--- src/gcpvt_pkg.sv ---
// shared types and constants for the graphics command port
`timescale 1ns / 1ps
`default_nettype none
package gcpvt_pkg;

  localparam logic [1:0] KIND_GP0_WRITE = 2'd0;
  localparam logic [1:0] KIND_GP1_WRITE = 2'd1;
  localparam logic [1:0] KIND_GP0_READ  = 2'd2;
  localparam logic [1:0] KIND_STAT_READ = 2'd3;

  typedef struct packed {
    logic [1:0]  kind;
    logic [31:0] data;
  } item_t;

  typedef enum logic [2:0] {
    ST_CLEAR,
    ST_IDLE,
    ST_UP_ADDR,
    ST_UP_WR,
    ST_DL_ADDR,
    ST_DL_RD,
    ST_DL_DATA,
    ST_DL_END
  } state_t;

  localparam logic [31:0] STATUS_RESET = 32'h1480_2000;

  // gp0 command codes
  localparam logic [7:0] GP0_FILL     = 8'h02;
  localparam logic [7:0] GP0_UPLOAD   = 8'hA0;
  localparam logic [7:0] GP0_DOWNLOAD = 8'hC0;
  localparam logic [7:0] GP0_DRAWMODE = 8'hE1;
  localparam logic [7:0] GP0_ATTR_LO  = 8'hE2;
  localparam logic [7:0] GP0_ATTR_HI  = 8'hE6;

  // gp1 command codes
  localparam logic [7:0] GP1_RESET    = 8'h00;
  localparam logic [7:0] GP1_FIFO_CLR = 8'h01;
  localparam logic [7:0] GP1_IRQ_ACK  = 8'h02;
  localparam logic [7:0] GP1_DISPLAY  = 8'h03;
  localparam logic [7:0] GP1_DMA      = 8'h04;
  localparam logic [7:0] GP1_MODE     = 8'h08;
  localparam logic [7:0] GP1_READSEL  = 8'h10;

  // read select codes
  localparam logic [3:0] SEL_ATTR_LO  = 4'd2;
  localparam logic [3:0] SEL_ATTR_HI  = 4'd5;
  localparam logic [3:0] SEL_VERSION  = 4'd7;
  localparam logic [3:0] SEL_ZERO     = 4'd8;

  localparam int BIT_DISPLAY_OFF = 23;
  localparam int BIT_IRQ         = 24;
  localparam int BIT_DRQ         = 25;
  localparam int BIT_READ_READY  = 27;
  localparam int BIT_WRITE_EMPTY = 28;

endpackage
`default_nettype wire

--- src/gcpvt_front.sv ---
// front end: two-entry queue of incoming bus accesses
`timescale 1ns / 1ps
`default_nettype none
module gcpvt_front (
  input  wire                 clk,
  input  wire                 rst_n,
  input  wire                 push,
  output logic                full,
  input  gcpvt_pkg::item_t    item,
  output logic                head_valid,
  output gcpvt_pkg::item_t    head,
  input  wire                 head_pop
);

  gcpvt_pkg::item_t q_r [2];
  logic       wptr_r, rptr_r;
  logic [1:0] cnt_r;
  logic       do_push, do_pop;

  assign full       = (cnt_r == 2'd2);
  assign head_valid = (cnt_r != 2'd0);
  assign head       = q_r[rptr_r];
  assign do_push    = push && !full;
  assign do_pop     = head_pop && head_valid;

  always_ff @(posedge clk) begin
    if (!rst_n) begin
      wptr_r <= 1'b0;
      rptr_r <= 1'b0;
      cnt_r  <= 2'd0;
    end else begin
      if (do_push) wptr_r <= ~wptr_r;
      if (do_pop) rptr_r <= ~rptr_r;
      cnt_r <= cnt_r + {1'b0, do_push} - {1'b0, do_pop};
    end
  end

  always_ff @(posedge clk) begin
    if (do_push) q_r[wptr_r] <= item;
  end

endmodule
`default_nettype wire

--- config.mk ---
export PLATFORM = sky130hd
export DESIGN_NAME = gcpvt_front
export DESIGN_NICKNAME = d
export VERILOG_FILES = /design/src/gcpvt_pkg.sv /design/src/gcpvt_front.sv
export SDC_FILE = /design/constraint.sdc
export NUM_CORES = 1
export LEC_CHECK = 0
export CAP_MARGIN = 25
export CELL_PAD_IN_SITES_DETAIL_PLACEMENT = 1
export CELL_PAD_IN_SITES_GLOBAL_PLACEMENT = 1
export CORE_UTILIZATION = 44
export CTS_CLUSTER_SIZE = 40
export DETAILED_ROUTE_END_ITERATION = 12
export DONT_BUFFER_PORTS = 1
export PLACE_DENSITY = 0.76
export SLEW_MARGIN = 30
export SYNTH_ARGS = -nofsm -noshare
export SYNTH_HDL_FRONTEND = slang
export SYNTH_SLANG_ARGS = --single-unit
--- constraint.sdc ---
create_clock -name clk -period 3 [get_ports clk]
set_input_delay 0 -clock clk [delete_from_list [all_inputs] [get_ports clk]]
set_output_delay 0 -clock clk [all_outputs]
set_load 0.05 [all_outputs]
After elaboration in Yosys (flattened, before gate mapping)
Memory sizes are Yosys's and may differ from the RTL's. A register that Yosys moved wholly into a read port is not among the register bits.
Index checks and enable logic that the tools add are counted.
- register bits after elaboration: 4
- RAM bits: 68
- input port bits: 38
- output and inout bits: 36
- word-level logic and storage cells: 17
- memories: 1
- add/sub/neg operators: 2
- equality and inequality tests: 1
- mux-type cells: 4
- bitwise gates (word level): 2
- reduce and logical (&&, ||, !) cells: 4
- memory list (memory ; words ; width ; rd ports ; clocked after Yosys merged registers in ; write ports ; line ; source):
    q_r ; 2 ; 34 ; 1 ; 1 ; 1 ; gcpvt_front.sv:15 ; gcpvt_pkg::item_t q_r [2];
- operators with widths (cell ; number):
    two-way mux 1 bit ; 4
    adder 2 x 1 -> 2 bit ; 1
    == test 2 bit (second input constant) ; 1
    logical AND 1 bit ; 2
    NOT 1 bit ; 2
    nonzero test 2 bit ; 1
    subtractor 2 x 1 -> 2 bit ; 1
    logical NOT 1 bit ; 1

Longest topological paths before layout
Gate-level depths: netlist of the first run.
- word-level depth: 5
- gate-level depth with buffers: 8
- mapped depth without buffers: 8

Worst setup path before layout of the first run
Ideal clock, no wire load.
- kind: register to register
- start: reg cnt_r[0]
- end: mem q_r[0][0] in the netlist's numbering (enable)
- setup time: 0.425 ns
- arrival: 2.017 ns
- data required time: 2.575 ns
- slack: 0.558 ns
- stages on the path, launching flop included: 4
- buffers on the path: 0
- clock period less this slack: 2.442 ns
- cell sequence: dfxtp_1 -> nand2b_1 -> nand2_1 -> nor2_1
- cells in the longest elaborated chain, start to end: 5
- RTL lines (what ; line ; source):
    from (decl) ; gcpvt_front.sv:17 ; logic [1:0] cnt_r;
    from (signal assigned) ; gcpvt_front.sv:34 ; cnt_r <= cnt_r + {1'b0, do_push} - {1'b0, do_pop};
    == test 2 bit ; gcpvt_front.sv:20 ; assign full = (cnt_r == 2'd2);
    logical NOT 1 bit ; gcpvt_front.sv:23 ; assign do_push = push && !full;
    logical AND 1 bit ; gcpvt_front.sv:23 ;
    two-way mux 1 bit ; gcpvt_front.sv:39 ; if (do_push) q_r[wptr_r] <= item;
    two-way mux 1 bit (not written as such) ; gcpvt_front.sv:39 ;
    to (decl) ; gcpvt_front.sv:15 ;
No other way between the ends.

Worst setup path in the final report of the first run
- start: reg cnt_r[0]
- end: reg cnt_r[1]
- cells in the longest elaborated chain, start to end: 5
- elaborated cells between the ends (all ways): 7
- those cells by class: add/sub: 2; eq/ne: 1; reduce/logical: 4
- RTL lines (what ; line):
    == test 2 bit ; gcpvt_front.sv:20
    logical NOT 1 bit ; gcpvt_front.sv:23
    logical AND 1 bit ; gcpvt_front.sv:23
    adder 2 x 1 -> 2 bit ; gcpvt_front.sv:34
    subtractor 2 x 1 -> 2 bit (*) ; gcpvt_front.sv:34
Every way passes the cells marked *; elsewhere a longest branch is shown, timed or not.
A chain may end at the register's enable or synchronous reset.

==> impl_metrics.json, run 1 <==
{
  "synth_edf_count": 68,
  "max_freq_ghz": 0.550,
  "clockBufferDepth": 2,
  "drt_iter0_drc": 32,
  "synthCells": 132,
  "finalCriticalPeriod_ns": 1.82,
  "rows": 28,
  "io_buffer_count": 0,
  "ys_ff_latch": 73,
  "nets": 216,
  "ys_warn_count": 0,
  "holdWs_ns": 0.0384,
  "hold_class": "input port to flip-flop",
  "diodes": 0,
  "ys_top_cells_by_count": "68 x edfxtp_1, 30 x mux2_4, 5 x dfxtp_1, 4 x mux2_2, 4 x nor2_1",
  "clk_latency_ns": 0.33,
  "async_reset_ff_frac": 0,
  "syn_area_per_cell_um2": 21.5,
  "cts_htree_levels": 3,
  "yosysSeqAreaShare": 0.754,
  "yosysTopAreaCellShare": 0.718,
  "cts_tree": "done",
  "max_slew_margin": 0.469,
  "setup_viol": 0,
  "finalCritPeriodShare": 0.606,
  "grt_usage": 0.155,
  "yosys.area.top_type": "edfxtp_1",
  "clock_sinks": 73,
  "drc": 0,
  "drive_above_1_share": 0.304,
  "fp.dieH_um": 82.4,
  "post-place-ws_ns": 1.11,
  "overflow": 0,
  "viasPerCell": 4.91,
  "fin_ws_ns": 1.18,
  "crit_fanout": 4,
  "synth.most_common_cell": "edfxtp_1",
  "clockPowerShare": 0.265,
  "critPathRequiredTime_ns": 3.22,
  "ir_worst_vdd_v": 0.000548,
  "drt_pass1_iterations": 3,
  "die_x_um": 82.4,
  "netlist_area_mm2": 0.00284,
  "wl_um": 4910,
  "core-area_mm2": 0.00606,
  "intPower_w": 0.00218,
  "status": "finished clean",
  "hold_depth": 3,
  "synth.distinct_cells": 18,
  "place.gp.congestion": 0.576,
  "seqPwrFrac": 0.416,
  "root_buffer": "clkbuf_8",
  "vias": 1257,
  "p_leak_nw": 1.27,
  "final_core_util": 0.579,
  "clkTransAtPathRegs_ns": 0.07,
  "rr_worst_depth": 8,
  "pwr_density_cell_mw_per_mm2": 965,
  "grt_max_degree": 35,
  "grt_pass1_vias": 1372,
  "final_hold_viol_count": 0,
  "cts_buffers": 9,
  "postRouteAntennaNets": 0,
  "final_max_slew_viol_count": 0,
  "worst_setup_path_end_kind": "flip-flop",
  "worst-slew-pin-transition_ns": 0.796,
  "ys.flop_type": "edfxtp_1",
  "dieArea_mm2": 0.00679,
  "start_util": 0.469,
  "ios": 74,
  "wl_per_cell_um": 19.2,
  "combinationalPowerShare": 0.319,
  "rsz0062_at_grt": "no",
  "max_cap_viol_count": 0,
  "syn_nets": 172,
  "dp_hpwl_um": 3080,
  "netSwitchingFraction": 0.357,
  "grt_pass1_wl_um": 7160,
  "synth.area.top_cells": "edfxtp_1 72%, mux2_4 16%, dfxtp_1 3.5%",
  "areaGrowthSynthToFinish_pct": 23.4,
  "fin_skew_ns": 0.00595,
  "p_switching_w": 0.00121,
  "final.setup.tns_ns": 0,
  "critPathKind": "flip-flop to flip-flop",
  "worstPathArrival_ns": 2.04,
  "startpoint_type": "flip-flop",
  "grt_antenna_before_repair": 0
}
## layout make-up
class                           count  area [um2]
Clock inverter                      7         119
Inverter                            3        11.3
Timing Repair Buffer               37         388
Fill cell                         535        2550
Sequential cell                    73        2150
Multi-Input combinational cell     52         627
Tap cell                           75        93.8
Clock buffer                        9         124
## worst paths after layout
path,to,slack [ns],from
worst max-delay path,cnt_r[1],1.18,cnt_r[0]
worst min-delay path,flip-flop,0.04,head_pop
worst max register to register,cnt_r[1],1.18,cnt_r[0]
worst min register to register,flip-flop,0.54,rptr_r
## cells by family (layout without fill, tap and decap cells)
logic type	count (synthesis)	count (layout)	synth area share
AND/OR/NAND/NOR	11	11	0.0189
flip-flops	73	73	0.754
adder cells (fa/ha/maj)	2	2	0.00880
XOR/XNOR	3	3	0.00924
buffers and inverters	7	56	0.0290
multiplexers	35	35	0.178
AO/OA/AOI/OAI	1	1	0.00264
## cell usage in the layout (no fill, tap or decap), drive strengths merged, types with 2 or more instances in the layout
cell,instances
edfxtp,68
dlygate4sd3,36
mux2,34
clkbuf,9
dfxtp,5
nor2,4
inv,3
bufinv,3
nand2b,2
nand2,2
xnor2,2
ha,2
clkinvlp,2
clkinv,2
## critical path: stages, from the launching register on
cell and delay [ns]:
dfxtp_1 0.39, nand2b_1 0.17, nand2_1 0.16, ha_1 0.32, inv_1 0.04, ha_1 0.18
xor2_1 0.21, xnor2_1 0.17, nor2_1 0.06
## registers in the layout (all words and copies together), names as in the netlist, named ones only
register	flops
wptr_r	1
cnt_r	2
q_r	68
rptr_r	1
## timing repair
action	in CTS	in global routing
setup endpoints to repair	0	0
endpoints found under the hold margin	73	0
resized for setup	0	0
setup buffers	0	0
hold buffers	36	0
## layer usage
metal | vias to the layer above | part of all wire | track usage
met2 | 43 | 0.57 | 0.285
met4 | 0 | 0.027 | 0.100
met5 | - | 0 | 0
li1 | 589 | - | -
met3 | 12 | 0.051 | 0.0440
met1 | 613 | 0.35 | 0.152
## stage by stage
stage | instance area [um2] | instances | power (W)
floorplan | 2840 | 132 | 0.00241
global placement | 2880 | 203 | 0.00242
detailed placement | 2880 | 203 | 0.00246
CTS | 3480 | 255 | 0.00340
global route | 3510 | 256 | 0.00351
finish | 3510 | 256 | 0.00339
## power by group through the flow
stage	clock network (W)	registers [W]	logic (W)
detailed placement	0	0.00144	0.00102
floorplan	0	0.00134	0.00107
finish	0.000896	0.00141	0.00108
global route	0.000955	0.00143	0.00112
CTS	0.000914	0.00142	0.00107
global placement	0	0.00142	0.00100
Power figures use the tool's default switching activity.
==> run 2, diff against run 1 <==
Settings changed: PLACE_DENSITY 0.76 to 0.79.
Clock period 3 ns to 1.5 ns, I/O delays scaled along.
==> impl_metrics.json, run 2 (synthesis results as in run 1) <==
{
  "largest_register_ffs": 68,
  "final_max_slew_viol_count": 0,
  "drt_pass1_iterations": 4,
  "fill_cells": 528,
  "clock_sinks": 73,
  "place.gp.congestion": 0.617,
  "wl_per_cell_um": 18.7,
  "io_buffer_count": 0,
  "postRouteAntennaNets": 0,
  "worstPathArrival_ns": 1.77,
  "status": "complete, but fails checks",
  "start_util": 0.469,
  "rows": 28,
  "cts_tree": "done",
  "ios": 74,
  "dp_hpwl_um": 3030,
  "power.total_w": 0.00691,
  "startpoint_type": "flip-flop",
  "max_cap_viol_count": 0,
  "worst-slew-pin-transition_ns": 0.417,
  "cts_buffers": 9,
  "grt_usage": 0.148,
  "crit_path_cell_trace": "o21a_1 -> ha_1 -> inv_2 -> ha_4 -> xor2_2 -> xnor2_1 -> nor2_1",
  "max_freq_ghz": 0.650,
  "worst_setup_path_end_kind": "flip-flop",
  "finalCritPeriodShare": 1.03,
  "root_buffer": "clkbuf_8",
  "met2WireLength_um": 2630,
  "die_x_um": 82.4,
  "fin_skew_ns": 0.00490,
  "core-area_mm2": 0.00606,
  "fin_ws_ns": -0.0389,
  "wl_um": 5020,
  "max_slew_margin": 0.722,
  "finalCriticalPeriod_ns": 1.54,
  "violations": "setup timing",
  "fp.dieH_um": 82.4,
  "overflow": 0,
  "finalNonFillerCells": 268,
  "clkTransAtPathRegs_ns": 0.07,
  "clockBufferDepth": 2,
  "setup_viol": 1,
  "viasPerCell": 4.88,
  "slowest_stage": "dfxtp_4",
  "layout_commonest_cell": "edfxtp_1",
  "grt_antenna_before_repair": 0,
  "vias": 1309,
  "rsz0062_at_grt": "yes",
  "drive_above_1_share": 0.383,
  "drc": 0,
  "critPathMaxStageDelay_ns": 0.36,
  "post-place-ws_ns": -0.0646,
  "grt_pass1_vias": 1403,
  "clk_latency_ns": 0.33,
  "dieArea_mm2": 0.00679,
  "hold_class": "input port to flip-flop",
  "nets": 228,
  "drt_iter0_drc": 71,
  "topRoutingLayerUsed": "met4",
  "placed_cells": 209,
  "critPathRequiredTime_ns": 1.73,
  "pwr_density_cell_mw_per_mm2": 1890,
  "cts_htree_levels": 3,
  "p_leak_nw": 1.34,
  "largest_register": "q_r",
  "final_cell_mix": "68 x edfxtp_1, 36 x dlygate4sd3_1, 31 x mux2_4",
  "crit_fanout": 3,
  "reg.largest.list": "q_r (68), cnt_r (2)",
  "ir_worst_vdd_v": 0.00100,
  "areaGrowthSynthToFinish_pct": 28.5,
  "wl_met1_um": 2080,
  "diodes": 0,
  "grt_pass1_wl_um": 6870,
  "grt_max_degree": 35,
  "wl_met3_um": 249,
  "final_hold_viol_count": 0,
  "critPathKind": "flip-flop to flip-flop"
}
==> run 2: cell type report <==
class | instances | area (um2) | area share
Multi-Input combinational cell | 52 | 661 | 0.181
Inverter | 3 | 11.3 | 0.00308
Tap cell | 75 | 93.8 | 0.0257
Clock buffer | 9 | 124 | 0.0339
Timing Repair Buffer | 49 | 520 | 0.143
Sequential cell | 73 | 2150 | 0.588
Clock inverter | 7 | 93.8 | 0.0257
==> run 2: power breakdown <==
| part | internal [W] | switching, W | total [W] |
|---|---|---|---|
| sequential | 0.00257 | 0.000104 | 0.00267 |
| clock | 0.000935 | 0.000721 | 0.00166 |
| combinational | 0.000892 | 0.00168 | 0.00258 |
==> run 2: metal layers <==
| layer | up-vias | global-route usage |
|---|---|---|
| met5 | - | 0 |
| met4 | 0 | 0.0842 |
| met3 | 7 | 0.0319 |
| met2 | 46 | 0.254 |
| met1 | 646 | 0.171 |
| li1 | 610 | - |
==> run 2: path summary, 6_finish.rpt <==
check        endpoint  depth (start not counted)     start  slack [ns]
max reg2reg  cnt_r[1]                          7  cnt_r[1]       -0.04
min reg2reg    wptr_r                          2    wptr_r        0.53
max          cnt_r[1]                          7  cnt_r[1]       -0.04
min          cnt_r[1]                          4  head_pop        0.17
==> run 2: timing repair <==
| item | CTS | global route |
|---|---|---|
| resized for setup | 2 | 5 |
| cloned | 0 | 3 |
| buffers inserted | 3 | 2 |
| pin swaps | 6 | 6 |
| endpoints found under the hold margin | 73 | 1 |
| setup endpoints to repair | 1 | 36 |
| hold buffers | 35 | 1 |
==> run 2: stage by stage <==
step	utilization	hold WS, ns	TNS (ns)	area [um2]
after floorplan	-	0.0989	0	2860
after global placement	0.490	0.0990	0	2970
after detailed placement	0.490	0.0989	-0.0646	2970
after CTS	0.588	0.0225	-0.0387	3560
after global routing	0.603	0.200	-0.101	3650
final	0.603	0.170	-0.0389	3650
==> run 2: worst max-delay path, delay by kind of cell, from the launching register on <==
kind	cells	cell delay, ns
AND/OR/NAND/NOR	1	0.07
flip-flops	1	0.36
adder cells (fa/ha/maj)	2	0.44
AO/OA/AOI/OAI	1	0.20
XOR/XNOR	2	0.29
buffers and inverters	1	0.07
